`src/rtl/emst_pkg.sv`:
```
// Shared types and constants for the Euclidean spanning tree block.
// No dependencies.
package emst_pkg;

  localparam int COORD_W = 24;
  localparam int DIST_W = 25;
  localparam int SQ_W = 2 * DIST_W;
  localparam int WEIGHT_W = 32;
  localparam int USED_W = 8;
  localparam int DEFAULT_MAX_POINTS = 128;

  typedef enum logic [1:0] {
    DU_IDLE,
    DU_SQX,
    DU_SQY,
    DU_ROOT
  } du_state_t;

  typedef enum logic [3:0] {
    ST_LOAD,
    ST_START,
    ST_FETCHC,
    ST_RD,
    ST_WAITRD,
    ST_CALC,
    ST_NEXT,
    ST_ADD,
    ST_OUT
  } top_state_t;

endpackage

```
`src/rtl/emst_dist.sv`:
```
// Distance unit: one shared multiplier squares dx and dy, then a
// bit-per-cycle square root. Depends on emst_pkg.
module emst_dist import emst_pkg::*; (
  input  logic                       clk,
  input  logic                       rst,
  input  logic                       start,
  input  logic signed [COORD_W-1:0]  ax,
  input  logic signed [COORD_W-1:0]  ay,
  input  logic signed [COORD_W-1:0]  bx,
  input  logic signed [COORD_W-1:0]  by,
  output logic                       done,
  output logic [DIST_W-1:0]          span
);

  localparam int STEP_W = $clog2(DIST_W);

  du_state_t state, state_next;
  logic [COORD_W-1:0] ux, uy;
  logic [SQ_W-1:0] acc;
  logic [DIST_W+1:0] rem;
  logic [DIST_W-1:0] root;
  logic [STEP_W-1:0] step;
  logic [COORD_W:0] dxw, dyw;
  logic [COORD_W-1:0] mul_op;
  logic [2*COORD_W-1:0] prod;
  logic [DIST_W+1:0] rem_sh, trial;

  assign dxw = {ax[COORD_W-1], ax} - {bx[COORD_W-1], bx};
  assign dyw = {ay[COORD_W-1], ay} - {by[COORD_W-1], by};
  assign mul_op = (state == DU_SQX) ? ux : uy;
  assign prod = mul_op * mul_op;
  assign rem_sh = {rem[DIST_W-1:0], acc[SQ_W-1 -: 2]};
  assign trial = {root, 2'b01};
  assign span = {root[DIST_W-2:0], rem_sh >= trial};

  always_ff @(posedge clk) begin
    if (rst) begin
      state <= DU_IDLE;
    end else begin
      state <= state_next;
    end
  end

  always_comb begin
    state_next = state;
    done = 1'b0;
    unique case (state)
      DU_IDLE: if (start) state_next = DU_SQX;
      DU_SQX:  state_next = DU_SQY;
      DU_SQY:  state_next = DU_ROOT;
      DU_ROOT: begin
        if (step == STEP_W'(DIST_W - 1)) begin
          state_next = DU_IDLE;
          done = 1'b1;
        end
      end
      default: state_next = DU_IDLE;
    endcase
  end

  always_ff @(posedge clk) begin
    case (state)
      DU_IDLE: begin
        ux <= dxw[COORD_W] ? COORD_W'(-dxw) : dxw[COORD_W-1:0];
        uy <= dyw[COORD_W] ? COORD_W'(-dyw) : dyw[COORD_W-1:0];
        rem <= '0;
        root <= '0;
        step <= '0;
      end
      DU_SQX: acc <= SQ_W'(prod);
      DU_SQY: acc <= acc + SQ_W'(prod);
      DU_ROOT: begin
        acc <= acc << 2;
        step <= step + 1'b1;
        if (rem_sh >= trial) begin
          rem <= rem_sh - trial;
          root <= {root[DIST_W-2:0], 1'b1};
        end else begin
          rem <= rem_sh;
          root <= {root[DIST_W-2:0], 1'b0};
        end
      end
      default: ;
    endcase
  end

endmodule

```
`config.mk`:
```
export PLATFORM = sky130hd
export DESIGN_NAME = emst_dist
export DESIGN_NICKNAME = d
export VERILOG_FILES = /design/src/rtl/emst_pkg.sv /design/src/rtl/emst_dist.sv
export SDC_FILE = /design/constraint.sdc
export NUM_CORES = 2
export LEC_CHECK = 0
export BUFFER_PORTS_ARGS = -buffer_cell sky130_fd_sc_hd__buf_2
export CAP_MARGIN = 20
export CORE_MARGIN = 8
export CORE_UTILIZATION = 55
export DETAILED_ROUTE_END_ITERATION = 10
export PLACE_DENSITY_LB_ADDON = 0.08
export SYNTH_ARGS = -nofsm -noshare
export SYNTH_HDL_FRONTEND = slang
export SYNTH_SLANG_ARGS = --single-unit
```
`constraint.sdc`:
```
create_clock -name clk -period 14.52 [get_ports clk]
set_input_delay 0.726 -clock clk [delete_from_list [all_inputs] [get_ports clk]]
set_output_delay 0.726 -clock clk [all_outputs]
set_load 0.005 [all_outputs]
```
==> run_results.csv <==
group,metric,value,unit
grt,grtUsageTotal,25.4,%
setup_path,criticalPathCategory,"reg2reg",
grt,antenna_found_initial,0,
route,drt-pass1-iter-count,5,
floorplanning,die_h,250,um
grt,grt_max_degree,56,
synthesis,synthTopCellsByCount,"inv_1, fa_1, nor2_1",
grt,use_met3,3.87,%
route,totalWireLength,80100,um
sta,skew,0.0258,ns
cts,htree_levels,4,
floorplanning,start_util,55.3,%
place,port_buffers,124,
route,postRouteAntennaNets,0,
cts,cts.sinks,155,
synthesis,yosys.cell_count.top_type,"inv_1",
final_layout,nets,4256,
cts,cts-resized-gates,0,
floorplanning,die_area,0.0627,mm2
setup_path,crit_top_cell,"inv_1",
route,drc,0,
synthesis,synth_warnings,0,
cts,cts_buffer_depth,2,
grt,first_global_vias,24400,
synthesis,synthTopCellsByArea,"fa_1, edfxtp_1, ha_1",
floorplanning,io_pins,125,
synthesis,synthDistinctLibCells,112,
place,placed_cells,4116,
setup_path,cp_data_required_time,14.78,ns
outcome,status,"finished clean",
synthesis,yosys.area_share.simple,12.2,%
sta,layout_min_cycle_time,12.01,ns
synthesis,synth.ff_latch_count,155,
final_layout,syn_to_final_growth,5.29,%
floorplanning,core_area,0.0547,mm2
floorplanning,die_w,250,um
synthesis,synth_area,0.0302,mm2
place,finalWeightedCongestion,0.912,
route,routedWlPerCell,19.3,um
synthesis,synth_area_leader_cell,"fa_1",
grt,gr-max-usage-layer,"met2",
hold_path,worst_hold_path_type,"in2reg",
route,vias,23400,
sta,finalSetupViolations,0,
cts,ctsHoldBuffers,0,
grt,grt_overflow,0,
setup_path,end_kind,"register",
sta,hold_violations,0,
setup_path,max_stage_delay,0.64,ns
sta,fmaxAchievable,83.3,MHz
synthesis,syn_area_per_cell,8.86,um2
route,drt_first_iter_violations,1302,
setup_path,start_kind,"register",
floorplanning,rows,86,
synthesis,synth_top_family_by_area,"adder cells",
cts,numCtsBuffers,17,
synthesis,synth_flop_cell,"edfxtp_1",
final_layout,num_antenna_cells,0,
place,hpwl,64300,um
setup_path,crit_slowest_cell,"mux2_2",
hold_path,whs_path_depth,2,
sta,tightest_slew,1.03,ns
sta,slew_violations,0,
synthesis,synth_edf_count,153,
route,post_drt_via_cell_ratio,5.64,
synthesis,synth.top_cell.area_share,28.1,%
flow_run,cap_violations,0,
synthesis,synthAdderAreaFrac,40.6,%
cts,clkLatencyLatePin,0.51,ns
sta,fin_crit_sh,82.7,%
sta,relSlewSlack,30.8,%
sta,grt_setup_unrepaired,"false",
setup_path,cp_max_fo,29,
sta,setup-tns-final,0,ns
grt,use_met1,32.1,%
synthesis,yosysSeqAreaShare,15.3,%
synthesis,async_reset_ff_share,0,%
synthesis,synthXorXnorAreaFrac,5.94,%
cts,cts_tree,"built",
synthesis,syn_nets,4233,
final_layout,final-instance-count-excl-fill,4149,
setup_path,cp.arrival,12.26,ns
cts,root_buffer,"clkbuf_16",
synthesis,post_synth_mux_area_share,1.70,%
synthesis,synth_compound_area_share,13.3,%
grt,grt_pass1_wl,127000,um
cts,post_cts_buffers,0,
cts,clk_pin_slew,0.08,ns
setup_path,reg2reg_depth,38,
synthesis,synth_cells,3409,
final_layout,drive_gt1_share,7.14,%
grt,global_route.usage.met2,43.9,%
final_layout,finalCoreUtilization,58.2,%
==> stage by stage <==
step | instance area (um2) | setup slack, ns | hold slack, ns
final | 31800 | 2.51 | 0.428
after global routing | 31800 | 2.01 | 0.414
after CTS | 31800 | 2.24 | 0.391
after detailed placement | 31200 | 2.28 | 0.535
after global placement | 31200 | 2.46 | 0.525
after floorplan | 30200 | 4.03 | 0.505
==> cell usage in the layout (no fill, tap or decap), drive strengths merged, types with 116 or more instances in the layout <==
cell	count
ha	301
xnor2	125
nand2	287
buf	147
inv	711
o21ai	116
edfxtp	153
fa	424
nor2	315
a21oi	182
==> routing by layer <==
metal | vias up | wire length [um]
li1 | 11100 | -
met1 | 11500 | 34100
met2 | 707 | 39100
met3 | 154 | 4130
met4 | 0 | 2770
met5 | - | 0
==> worst max-delay path: cells and delay by family, from the launching register on <==
family	cells	cell delay, ns
compound gates	12	3.73
xor+xnor	1	0.38
fa+ha+maj	10	4.47
buf+inv	9	1.38
flops	1	0.34
mux	1	0.64
simple gates	5	0.82
==> path summary, 6_finish.rpt <==
path | start | to | slack (ns)
worst max-delay path | state[1] | acc[48] | 2.51
worst min-delay path | rst | state[0] | 0.43
worst max register to register | state[1] | acc[48] | 2.51
worst min register to register | acc[29] | acc[31] | 0.56
==> cell families after synthesis <==
kind of cell,count (synthesis)
buf+inv,846
flops,155
fa+ha+maj,725
compound gates,609
mux,49
xor+xnor,202
simple gates,823
==> final cells by class <==
class                      count  area (um2)
clock inverter                14         168
timing repair buffer         147         793
sequential                   155        4630
clock buffer                  18         429
tap                          704         881
inverter                     703        2640
fill                        4874       22800
multi-input combinational   2408       22300
==> sequential cells by signal, indices dropped and copies added (netlist names) <==
signal	count
step	5
ux	24
uy	24
state	2
root	25
rem	25
acc	50
Power is not shown: default switching activity piles up to over one toggle a cycle in this logic, so the estimate is an artifact.
